## src/rtl/abas_pkg.sv

```systemverilog
package abas_pkg;

	// Field widths.
	localparam int CH_W    = 3;
	localparam int SMP_W   = 12;
	localparam int SUM_W   = 27;
	localparam int CNT_W   = 15;
	localparam int VOLT_W  = 9;
	localparam int MASK_W  = 8;

	// Configuration port.
	localparam int CFG_IDX_W  = 2;
	localparam int CFG_DATA_W = 15;
	localparam logic [CFG_IDX_W-1:0] REG_WINDOW = 2'd0;
	localparam logic [CFG_IDX_W-1:0] REG_MASK   = 2'd1;

	localparam int NUM_CHANNELS_DEF = 8;
	localparam int QUEUE_DEPTH      = 2;

	// Voltage scaling: volts = avg * VOLT_GAIN / VOLT_DIV.
	localparam int VOLT_GAIN   = 330;
	localparam int VOLT_DIV    = 4094;
	localparam int GAIN_W      = 9;
	localparam int PROD_W      = SMP_W + GAIN_W;
	localparam int RECIP_SHIFT = 32;
	localparam logic [PROD_W-1:0] RECIP_MUL =
		PROD_W'((64'd1 << RECIP_SHIFT) / VOLT_DIV);

	// Item classes decided by the front end.
	localparam int OP_W = 2;
	localparam logic [OP_W-1:0] OP_IGNORE = 2'd0;  // channel not implemented
	localparam logic [OP_W-1:0] OP_HOLD   = 2'd1;  // channel disabled
	localparam logic [OP_W-1:0] OP_UPDATE = 2'd2;  // channel enabled

	typedef struct packed {
		logic [OP_W-1:0]  op;
		logic [CH_W-1:0]  channel;
		logic [SMP_W-1:0] sample;
	} item_t;

endpackage

```

## src/rtl/abas_front.sv

```systemverilog
module abas_front #(
	parameter int NUM_CHANNELS = abas_pkg::NUM_CHANNELS_DEF
) (
	input  logic                        in_valid,
	output logic                        in_ready,
	input  logic [abas_pkg::CH_W-1:0]   channel,
	input  logic [abas_pkg::SMP_W-1:0]  sample_value,
	input  logic [abas_pkg::MASK_W-1:0] enable_mask,
	output logic                        push_valid,
	input  logic                        push_ready,
	output abas_pkg::item_t             push_item
);

	logic in_range;

	// A channel number past the implemented ones is ignored outright.
	assign in_range = {1'b0, channel} < (abas_pkg::CH_W + 1)'(NUM_CHANNELS);

	always_comb begin
		push_item.channel = channel;
		push_item.sample  = sample_value;
		if (!in_range) begin
			push_item.op = abas_pkg::OP_IGNORE;
		end else if (enable_mask[channel]) begin
			push_item.op = abas_pkg::OP_UPDATE;
		end else begin
			push_item.op = abas_pkg::OP_HOLD;
		end
	end

	assign push_valid = in_valid;
	assign in_ready   = push_ready;

endmodule

```

## src/rtl/abas_queue.sv

```systemverilog
module abas_queue (
	input  logic            clk,
	input  logic            arst_n,
	input  logic            push_valid,
	output logic            push_ready,
	input  abas_pkg::item_t push_item,
	output logic            pop_valid,
	input  logic            pop_ready,
	output abas_pkg::item_t pop_item
);

	localparam int PTR_W = (abas_pkg::QUEUE_DEPTH > 1) ? $clog2(abas_pkg::QUEUE_DEPTH) : 1;

	abas_pkg::item_t    entry_q [abas_pkg::QUEUE_DEPTH];
	logic [PTR_W-1:0]   wr_ptr_q;
	logic [PTR_W-1:0]   rd_ptr_q;
	logic [PTR_W:0]     fill_q;
	logic               do_push;
	logic               do_pop;

	assign push_ready = fill_q != (PTR_W + 1)'(abas_pkg::QUEUE_DEPTH);
	assign pop_valid  = fill_q != '0;
	assign pop_item   = entry_q[rd_ptr_q];
	assign do_push    = push_valid && push_ready;
	assign do_pop     = pop_valid && pop_ready;

	always_ff @(posedge clk or negedge arst_n) begin
		if (!arst_n) begin
			wr_ptr_q <= '0;
			rd_ptr_q <= '0;
			fill_q   <= '0;
		end else begin
			if (do_push) begin
				wr_ptr_q <= (wr_ptr_q == PTR_W'(abas_pkg::QUEUE_DEPTH - 1)) ?
					'0 : wr_ptr_q + 1'b1;
			end
			if (do_pop) begin
				rd_ptr_q <= (rd_ptr_q == PTR_W'(abas_pkg::QUEUE_DEPTH - 1)) ?
					'0 : rd_ptr_q + 1'b1;
			end
			if (do_push && !do_pop) begin
				fill_q <= fill_q + 1'b1;
			end else if (do_pop && !do_push) begin
				fill_q <= fill_q - 1'b1;
			end
		end
	end

	always_ff @(posedge clk) begin
		if (do_push) begin
			entry_q[wr_ptr_q] <= push_item;
		end
	end

endmodule

```

## src/rtl/abas_div.sv

```systemverilog
module abas_div (
	input  logic                        clk,
	input  logic                        arst_n,
	input  logic                        start,
	input  logic [abas_pkg::SUM_W-1:0]  dividend,
	input  logic [abas_pkg::CNT_W-1:0]  divisor,
	output logic                        done,
	output logic [abas_pkg::SUM_W-1:0]  quotient
);

	localparam int STEP_W = $clog2(abas_pkg::SUM_W);

	logic [abas_pkg::SUM_W-1:0] quo_q;
	logic [abas_pkg::CNT_W-1:0] rem_q;
	logic [abas_pkg::CNT_W-1:0] dvs_q;
	logic [STEP_W-1:0]          step_q;
	logic                       busy_q;
	logic                       done_q;
	logic [abas_pkg::CNT_W:0]   trial;
	logic [abas_pkg::CNT_W:0]   diff;
	logic                       fits;

	// Restoring division, one quotient bit per cycle. The dividend shifts out
	// of the top of quo_q while quotient bits shift in at the bottom.
	assign trial = {rem_q, quo_q[abas_pkg::SUM_W-1]};
	assign diff  = trial - {1'b0, dvs_q};
	assign fits  = trial >= {1'b0, dvs_q};

	always_ff @(posedge clk or negedge arst_n) begin
		if (!arst_n) begin
			busy_q <= 1'b0;
			done_q <= 1'b0;
			step_q <= '0;
		end else begin
			done_q <= 1'b0;
			if (start) begin
				busy_q <= 1'b1;
				step_q <= '0;
			end else if (busy_q) begin
				step_q <= step_q + 1'b1;
				if (step_q == STEP_W'(abas_pkg::SUM_W - 1)) begin
					busy_q <= 1'b0;
					done_q <= 1'b1;
				end
			end
		end
	end

	always_ff @(posedge clk) begin
		if (start) begin
			quo_q <= dividend;
			rem_q <= '0;
			dvs_q <= divisor;
		end else if (busy_q) begin
			quo_q <= {quo_q[abas_pkg::SUM_W-2:0], fits};
			rem_q <= fits ? diff[abas_pkg::CNT_W-1:0] : trial[abas_pkg::CNT_W-1:0];
		end
	end

	assign done     = done_q;
	assign quotient = quo_q;

endmodule

```

## src/rtl/abas_back.sv

```systemverilog
module abas_back #(
	parameter int NUM_CHANNELS = abas_pkg::NUM_CHANNELS_DEF
) (
	input  logic                        clk,
	input  logic                        arst_n,
	input  logic [abas_pkg::CNT_W-1:0]  window,
	input  logic                        pop_valid,
	output logic                        pop_ready,
	input  abas_pkg::item_t             pop_item,
	output logic                        out_valid,
	input  logic                        out_ready,
	output logic [abas_pkg::CH_W-1:0]   out_channel,
	output logic                        channel_active,
	output logic                        average_updated,
	output logic [abas_pkg::SMP_W-1:0]  latest_raw,
	output logic [abas_pkg::SMP_W-1:0]  averaged_raw,
	output logic [abas_pkg::VOLT_W-1:0] scaled_voltage
);

	localparam int IDX_W = (NUM_CHANNELS > 1) ? $clog2(NUM_CHANNELS) : 1;

	localparam logic [2:0] ST_IDLE  = 3'd0;
	localparam logic [2:0] ST_EVAL  = 3'd1;
	localparam logic [2:0] ST_DIV   = 3'd2;
	localparam logic [2:0] ST_SCALE = 3'd3;
	localparam logic [2:0] ST_RECIP = 3'd4;
	localparam logic [2:0] ST_FIX   = 3'd5;
	localparam logic [2:0] ST_OUT   = 3'd6;

	logic [2:0] state_q;

	// Per-channel state.
	logic [abas_pkg::SUM_W-1:0]  sum_q   [NUM_CHANNELS];
	logic [abas_pkg::CNT_W-1:0]  cnt_q   [NUM_CHANNELS];
	logic [abas_pkg::SMP_W-1:0]  smp_q   [NUM_CHANNELS];
	logic [abas_pkg::SMP_W-1:0]  avg_q   [NUM_CHANNELS];
	logic [abas_pkg::VOLT_W-1:0] volt_q  [NUM_CHANNELS];

	abas_pkg::item_t             item_q;
	logic                        updated_q;
	logic [abas_pkg::SMP_W-1:0]  quo_sat_q;
	logic [abas_pkg::PROD_W-1:0] prod_q;
	logic [abas_pkg::VOLT_W-1:0] est_q;
	logic                        out_valid_q;
	logic [abas_pkg::CH_W-1:0]   out_ch_q;
	logic                        out_act_q;
	logic                        out_upd_q;
	logic [abas_pkg::SMP_W-1:0]  out_lat_q;
	logic [abas_pkg::SMP_W-1:0]  out_avg_q;
	logic [abas_pkg::VOLT_W-1:0] out_volt_q;

	logic [IDX_W-1:0]            idx;
	logic                        is_update;
	logic                        close_win;
	logic                        div_done;
	logic [abas_pkg::SUM_W-1:0]  div_quo;
	logic [abas_pkg::SMP_W-1:0]  quo_sat;
	logic [2*abas_pkg::PROD_W-1:0] recip_full;
	logic [abas_pkg::PROD_W-1:0] est_back;
	logic [abas_pkg::PROD_W-1:0] est_rem;
	logic [abas_pkg::VOLT_W-1:0] volt_fix;
	logic                        out_load;

	assign idx       = item_q.channel[IDX_W-1:0];
	assign is_update = item_q.op == abas_pkg::OP_UPDATE;
	assign close_win = (state_q == ST_EVAL) && is_update && (cnt_q[idx] >= window);
	assign pop_ready = state_q == ST_IDLE;
	assign out_load  = (state_q == ST_OUT) && (!out_valid_q || out_ready);

	abas_div u_div (
		.clk      (clk),
		.arst_n   (arst_n),
		.start    (close_win),
		.dividend (sum_q[idx]),
		.divisor  (window),
		.done     (div_done),
		.quotient (div_quo)
	);

	// The quotient saturates to the sample range when the window shrank.
	assign quo_sat = (|div_quo[abas_pkg::SUM_W-1:abas_pkg::SMP_W]) ?
		'1 : div_quo[abas_pkg::SMP_W-1:0];

	// Division by the voltage divisor: a reciprocal estimate that is exact
	// or one low, then one correcting compare.
	assign recip_full = {{abas_pkg::PROD_W{1'b0}}, prod_q} *
		{{abas_pkg::PROD_W{1'b0}}, abas_pkg::RECIP_MUL};
	assign est_back = abas_pkg::PROD_W'(est_q) * abas_pkg::PROD_W'(abas_pkg::VOLT_DIV);
	assign est_rem  = prod_q - est_back;
	assign volt_fix = (est_rem >= abas_pkg::PROD_W'(abas_pkg::VOLT_DIV)) ?
		est_q + 1'b1 : est_q;

	always_ff @(posedge clk or negedge arst_n) begin
		if (!arst_n) begin
			state_q     <= ST_IDLE;
			out_valid_q <= 1'b0;
			for (int i = 0; i < NUM_CHANNELS; i++) begin
				sum_q[i]  <= '0;
				cnt_q[i]  <= '0;
				smp_q[i]  <= '0;
				avg_q[i]  <= '0;
				volt_q[i] <= '0;
			end
		end else begin
			if (out_load) begin
				out_valid_q <= 1'b1;
			end else if (out_ready) begin
				out_valid_q <= 1'b0;
			end
			unique case (state_q)
				ST_IDLE: begin
					if (pop_valid) begin
						state_q <= ST_EVAL;
					end
				end
				ST_EVAL: begin
					if (close_win) begin
						state_q <= ST_DIV;
					end else begin
						if (is_update) begin
							sum_q[idx] <= sum_q[idx] +
								abas_pkg::SUM_W'(item_q.sample);
							cnt_q[idx] <= cnt_q[idx] + 1'b1;
							smp_q[idx] <= item_q.sample;
						end
						state_q <= ST_OUT;
					end
				end
				ST_DIV: begin
					if (div_done) begin
						state_q <= ST_SCALE;
					end
				end
				ST_SCALE: begin
					state_q <= ST_RECIP;
				end
				ST_RECIP: begin
					state_q <= ST_FIX;
				end
				ST_FIX: begin
					avg_q[idx]  <= quo_sat_q;
					volt_q[idx] <= volt_fix;
					sum_q[idx]  <= '0;
					cnt_q[idx]  <= '0;
					state_q     <= ST_OUT;
				end
				ST_OUT: begin
					if (out_load) begin
						state_q <= ST_IDLE;
					end
				end
				default: begin
					state_q <= ST_IDLE;
				end
			endcase
		end
	end

	always_ff @(posedge clk) begin
		if (pop_valid && pop_ready) begin
			item_q <= pop_item;
		end
		if (state_q == ST_EVAL) begin
			updated_q <= close_win;
		end
		if (div_done) begin
			quo_sat_q <= quo_sat;
		end
		if (state_q == ST_SCALE) begin
			prod_q <= abas_pkg::PROD_W'(quo_sat_q) *
				abas_pkg::PROD_W'(abas_pkg::VOLT_GAIN);
		end
		if (state_q == ST_RECIP) begin
			est_q <= recip_full[abas_pkg::RECIP_SHIFT +: abas_pkg::VOLT_W];
		end
		if (out_load) begin
			out_ch_q  <= item_q.channel;
			out_act_q <= is_update;
			out_upd_q <= updated_q;
			if (item_q.op == abas_pkg::OP_IGNORE) begin
				out_lat_q  <= '0;
				out_avg_q  <= '0;
				out_volt_q <= '0;
			end else begin
				out_lat_q  <= smp_q[idx];
				out_avg_q  <= avg_q[idx];
				out_volt_q <= volt_q[idx];
			end
		end
	end

	assign out_valid       = out_valid_q;
	assign out_channel     = out_ch_q;
	assign channel_active  = out_act_q;
	assign average_updated = out_upd_q;
	assign latest_raw      = out_lat_q;
	assign averaged_raw    = out_avg_q;
	assign scaled_voltage  = out_volt_q;

`ifndef SYNTHESIS
	a_done_in_div: assert property (@(posedge clk) disable iff (!arst_n)
		div_done |-> (state_q == ST_DIV))
		else $error("divider finished outside of the divide state");

	a_div_only_update: assert property (@(posedge clk) disable iff (!arst_n)
		(state_q == ST_DIV) |-> (item_q.op == abas_pkg::OP_UPDATE))
		else $error("window closed for a channel that is not enabled");

	a_est_range: assert property (@(posedge clk) disable iff (!arst_n)
		(state_q == ST_FIX) |-> (volt_fix <= abas_pkg::VOLT_W'(abas_pkg::VOLT_GAIN)))
		else $error("scaled voltage out of range");

	a_pop_only_idle: assert property (@(posedge clk) disable iff (!arst_n)
		(state_q != ST_IDLE) |=> ($stable(item_q) || ($past(state_q) == ST_IDLE)))
		else $error("working item changed in mid flight");
`endif

endmodule

```

## src/rtl/adc_block_average_scaler_top.sv

```systemverilog
// ADC block averaging decimator with fixed voltage scaling.
// Input channel: in_valid/in_ready carry one converter sample (sample_value)
// tagged with its channel number. Every request yields exactly one result on
// out_valid/out_ready: the channel, whether it was enabled, whether this
// sample closed a window, and the channel's latest sample, last average and
// scaled voltage in hundredths of a volt.
// Configuration channel: cfg_valid/cfg_ready with cfg_index and cfg_data.
// Index 0 sets window_length (15 bits, zero acts as one), index 1 sets
// channel_enable_mask (8 bits); other indexes are ignored. cfg_ready is
// always high. Write only while no request is in flight.
// A sample that accumulates or is ignored passes through the evaluate and
// output states; the execution unit takes the next request only after the
// current result has entered the output register. A sample that closes a
// window also runs the 27-bit restoring divider, which produces one quotient
// bit per cycle, followed by three scaling steps.
// A two-entry queue sits between the front end and the execution unit, so
// up to two further requests are accepted while one is executing; a stalled
// receiver holds the result register and backs the queue up.
// Reset clears all per-channel state, sets the window to 1 and disables
// every channel.
module adc_block_average_scaler_top #(
	parameter int NUM_CHANNELS = abas_pkg::NUM_CHANNELS_DEF
) (
	input  logic                            clk,
	input  logic                            arst_n,
	input  logic                            cfg_valid,
	output logic                            cfg_ready,
	input  logic [abas_pkg::CFG_IDX_W-1:0]  cfg_index,
	input  logic [abas_pkg::CFG_DATA_W-1:0] cfg_data,
	input  logic                            in_valid,
	output logic                            in_ready,
	input  logic [abas_pkg::CH_W-1:0]       channel,
	input  logic [abas_pkg::SMP_W-1:0]      sample_value,
	output logic                            out_valid,
	input  logic                            out_ready,
	output logic [abas_pkg::CH_W-1:0]       out_channel,
	output logic                            channel_active,
	output logic                            average_updated,
	output logic [abas_pkg::SMP_W-1:0]      latest_raw,
	output logic [abas_pkg::SMP_W-1:0]      averaged_raw,
	output logic [abas_pkg::VOLT_W-1:0]     scaled_voltage
);

	// Configuration registers.
	logic [abas_pkg::CNT_W-1:0]  window_q;
	logic [abas_pkg::MASK_W-1:0] mask_q;
	logic [abas_pkg::CNT_W-1:0]  window_eff;

	logic            push_valid;
	logic            push_ready;
	abas_pkg::item_t push_item;
	logic            pop_valid;
	logic            pop_ready;
	abas_pkg::item_t pop_item;

	assign cfg_ready = 1'b1;

	always_ff @(posedge clk or negedge arst_n) begin
		if (!arst_n) begin
			window_q <= abas_pkg::CNT_W'(1);
			mask_q   <= '0;
		end else if (cfg_valid && cfg_ready) begin
			unique case (cfg_index)
				abas_pkg::REG_WINDOW: begin
					window_q <= cfg_data[abas_pkg::CNT_W-1:0];
				end
				abas_pkg::REG_MASK: begin
					mask_q <= cfg_data[abas_pkg::MASK_W-1:0];
				end
				default: begin
				end
			endcase
		end
	end

	// A zero window behaves exactly like a window of one.
	assign window_eff = (window_q == '0) ? abas_pkg::CNT_W'(1) : window_q;

	// The front end classifies each request by channel and enable bit.
	abas_front #(
		.NUM_CHANNELS (NUM_CHANNELS)
	) u_front (
		.in_valid     (in_valid),
		.in_ready     (in_ready),
		.channel      (channel),
		.sample_value (sample_value),
		.enable_mask  (mask_q),
		.push_valid   (push_valid),
		.push_ready   (push_ready),
		.push_item    (push_item)
	);

	abas_queue u_queue (
		.clk        (clk),
		.arst_n     (arst_n),
		.push_valid (push_valid),
		.push_ready (push_ready),
		.push_item  (push_item),
		.pop_valid  (pop_valid),
		.pop_ready  (pop_ready),
		.pop_item   (pop_item)
	);

	// The back end owns the per-channel state, the divider and the scaler.
	abas_back #(
		.NUM_CHANNELS (NUM_CHANNELS)
	) u_back (
		.clk             (clk),
		.arst_n          (arst_n),
		.window          (window_eff),
		.pop_valid       (pop_valid),
		.pop_ready       (pop_ready),
		.pop_item        (pop_item),
		.out_valid       (out_valid),
		.out_ready       (out_ready),
		.out_channel     (out_channel),
		.channel_active  (channel_active),
		.average_updated (average_updated),
		.latest_raw      (latest_raw),
		.averaged_raw    (averaged_raw),
		.scaled_voltage  (scaled_voltage)
	);

endmodule
```

## config.mk

```make
export PLATFORM = sky130hd
export DESIGN_NAME = adc_block_average_scaler_top
export DESIGN_NICKNAME = d
export VERILOG_FILES = /design/src/rtl/abas_pkg.sv /design/src/rtl/abas_front.sv /design/src/rtl/abas_queue.sv /design/src/rtl/abas_div.sv /design/src/rtl/abas_back.sv /design/src/rtl/adc_block_average_scaler_top.sv
export SDC_FILE = /design/constraint.sdc
export NUM_CORES = 2
export LEC_CHECK = 0
export BUFFER_PORTS_ARGS = -buffer_cell sky130_fd_sc_hd__buf_2
export CAP_MARGIN = 20
export CORE_ASPECT_RATIO = 0.75
export CORE_MARGIN = 1
export CORE_UTILIZATION = 35
export CTS_CLUSTER_SIZE = 20
export DETAILED_ROUTE_END_ITERATION = 16
export REMOVE_ABC_BUFFERS = 1
export SLEW_MARGIN = 20
export SYNTH_ARGS = -nofsm -noshare
export SYNTH_HDL_FRONTEND = slang
export SYNTH_SLANG_ARGS = --single-unit
```

## constraint.sdc

```tcl
create_clock -name clk -period 15.9 [get_ports clk]
set_clock_uncertainty 0.2 [all_clocks]
set_input_delay 0.795 -clock clk [delete_from_list [all_inputs] [get_ports clk]]
set_output_delay 0.795 -clock clk [all_outputs]
set_load 0.01 [all_outputs]
```

==> reports/results.tsv <==
metric	value	unit
outcome	finished clean	
timing.hold.ws	0.0879	ns
fp.dieW	397	um
cts_made_buffers	85	
postSynthCellCount	3785	
dp_hpwl	78400	um
worstSkewPairLatency	0.69	ns
post_cts_buffers	0	
drc	0	
portBuffers	76	
layout.cells.non_filler	5405	
area_growth	12.4	%
post-place-cells	5242	
ys_top_cells_by_area	dfrtp_1, edfxtp_1, ha_1, mux2_2, o21ai_0	
antenna_found_initial	4	
fmax	0.117	GHz
worstMarginPinSlew	1.17	ns
min_period	8.54	ns
synth_warnings	0	
htree_num_levels	3	
synth_area	41000	um^2
totalWireLength	124000	um
yosysMostFrequentCell	dfrtp_1	
die_h	299	um
cts_sinks	826	
cp_max_fo	17	
synth-edff-count	173	
ys_async_sr_fraction	77.2	%
grt.total_usage	20.9	%
io_pins	78	
synth_common_cells	dfrtp_1, nand2_1, o21ai_0	
crit_required	16.23	ns
fill_cells	11300	
timing_max_transition_violations_final	0	
grt_pass1_vias	29700	
fin_util	39.8	%
ant_nets	0	
rows	108	
setup.worst_path.start_class	register	
hold_path.class	in -> reg	
grt_max_degree	166	
die-area	119000	um^2
rsz0062_at_grt	no	
yosys.area.top_type	dfrtp_1	
synth_cell_types	94	
slew_headroom	22.3	%
cts_root_buffer	clkbuf_16	
nNetsFinal	4059	
core	116000	um^2
viasPerCell	5.61	
clk_pin_slew	0.07	ns
yosys_register_bits	826	
drtIter0Drc	2888	
hold_viol	0	
ys.flop_type	dfrtp_1	
drv_cap	0	
drive_above_1_share	14.8	%
final.setup.tns	0	ns
seq_area_frac_synth	52.3	%
cts_tree	yes	
crit_arrival	8.87	ns
initial_core_util	35.4	%
dr.pass1.iters	6	
finalCritPeriodShare	53.7	%
synth_area_per_cell	10.8	um^2
routedWlPerCell	23.0	um
setup_viol	0	
grt_pass1_wl	190000	um
vias	30300	
overflow	0	
routabilityCongestion	0.883	
clock_path_buffers	3	
cp-end-kind	register	
critPathKind	reg -> reg	
synth_top_area_share	38.8	%
[cell families (layout without fill, tap and decap cells)]
group	after synthesis	count (layout)	synth area share [%]
and+or+nand+nor	966	966	10.6
buffers and inverters	411	490	3.97
AOI/OAI and AO/OA	1024	1024	16.4
other	1	2	0.00914
muxes	226	226	6.68
DFF	826	826	52.3
xor gates and xnor gates	100	100	2.20
adders and majority gates	231	231	7.87
[placed cells by master (no fill, tap or decap), types with 23 or more instances in the layout]
| master | count |
|---|---|
| clkbuf_16 | 87 |
| xnor2_1 | 64 |
| a21oi_1 | 60 |
| fa_1 | 45 |
| nor2_1 | 99 |
| ha_1 | 186 |
| dfrtp_1 | 636 |
| a221oi_1 | 27 |
| edfxtp_1 | 173 |
| buf_4 | 74 |
| clkbuf_1 | 28 |
| nor3_1 | 29 |
| mux2_2 | 184 |
| inv_1 | 175 |
| a21o_1 | 32 |
| nand2_1 | 509 |
| a22oi_1 | 193 |
| a41oi_1 | 32 |
| a22o_1 | 60 |
| xor2_1 | 34 |
| nand3_1 | 139 |
| o21ai_1 | 39 |
| a32o_1 | 23 |
| buf_2 | 75 |
| o21ai_0 | 411 |
[registers in the layout, summed over array words and instances, names as in the netlist, 3 cells and up]
signal                 cells
mask_q                     8
u_back.averaged_raw       12
u_back.avg_q              96
u_back.cnt_q             120
u_back.est_q               9
u_back.idx                 3
u_back.item_q             14
u_back.latest_raw         12
u_back.out_channel         3
u_back.prod_q             20
u_back.quo_sat_q          12
u_back.scaled_voltage      9
u_back.smp_q              96
u_back.state_q             3
u_back.sum_q             216
u_back.u_div.dvs_q        15
u_back.u_div.quotient     27
u_back.u_div.rem_q        15
u_back.u_div.step_q        5
u_back.volt_q             72
u_queue.entry_q           34
window_q                  15
[critical path, stage by stage (launching register included)]
cell      delay, ns
edfxtp_1       0.57
fa_1           0.70
inv_1          0.08
fa_1           0.51
inv_1          0.05
ha_1           0.26
inv_1          0.05
fa_1           0.58
inv_1          0.06
ha_1           0.28
a21o_1         0.15
a21oi_1        0.21
o21ai_0        0.17
o41ai_1        0.61
nor2_1         0.12
o21ai_0        0.27
nand2_1        0.11
ha_1           0.40
o21ai_0        0.13
o21ai_0        0.35
or2_2          0.21
a32o_1         0.18
a211oi_1       0.05
a211oi_1       0.28
or4b_1         0.75
o21ai_4        0.49
xnor2_1        0.38
o21ai_1        0.17
[final timing paths]
check	slack, ns	to	start	cells after the start
worst max-delay path	7.36	u_back.volt_q[33]$_DFFE_PN0P_	u_back.est_q[0]$_DFFE_PN_	27
worst min-delay path	0.09	u_queue.entry_q[0][5]$_DFFE_PP_	sample_value[5]	1
worst max register to register	7.36	u_back.volt_q[33]$_DFFE_PN0P_	u_back.est_q[0]$_DFFE_PN_	27
worst min register to register	0.27	u_back.u_div.dvs_q[4]$_DFFE_PP_	window_q[4]$_DFFE_PN0P_	0
max in group asynchronous	12.65	u_back.avg_q[53]$_DFFE_PN0P_	arst_n	4
min in group asynchronous	0.54	u_queue.fill_q[0]$_DFFE_PN0P_	arst_n	2
[final cells by class]
type	count	area, um^2	share of cell area (%)
sequential	826	21500	46.5
inverter	176	661	1.43
clock buffer	130	2490	5.39
antenna	1	2.50	0.00542
multi-input combinational	2548	18100	39.3
timing repair buffer	154	1020	2.22
clock inverter	30	429	0.930
tap	1540	1930	4.18
[metrics by stage]
stage / instance area [um^2] / worst slack [ns]
after floorplan: 40100 / 6.29
after global placement: 43200 / 7.68
after detailed placement: 43200 / 7.55
after CTS: 46100 / 7.48
after global routing: 46100 / 6.90
final: 46100 / 7.36
[layer usage]
layer / part of all wire (%) / global-route usage, % / vias up
met5: 0 / 0 / -
met4: 2.1 / 4.83 / 0
met3: 8.3 / 4.90 / 178
met2: 42 / 30.2 / 1137
met1: 47 / 31.3 / 15300
li1: - / - / 13700
[repair_timing]
| action | CTS | global route |
|---|---|---|
| setup endpoints to repair | 0 | 0 |
| hold buffers | 1 | 0 |
| endpoints found under the hold margin | 31 | 0 |
| resized for setup | 0 | 0 |
Power is left out: the tool's default activity adds up to more than one toggle a clock period on the data nets, which glitch-free logic cannot reach.
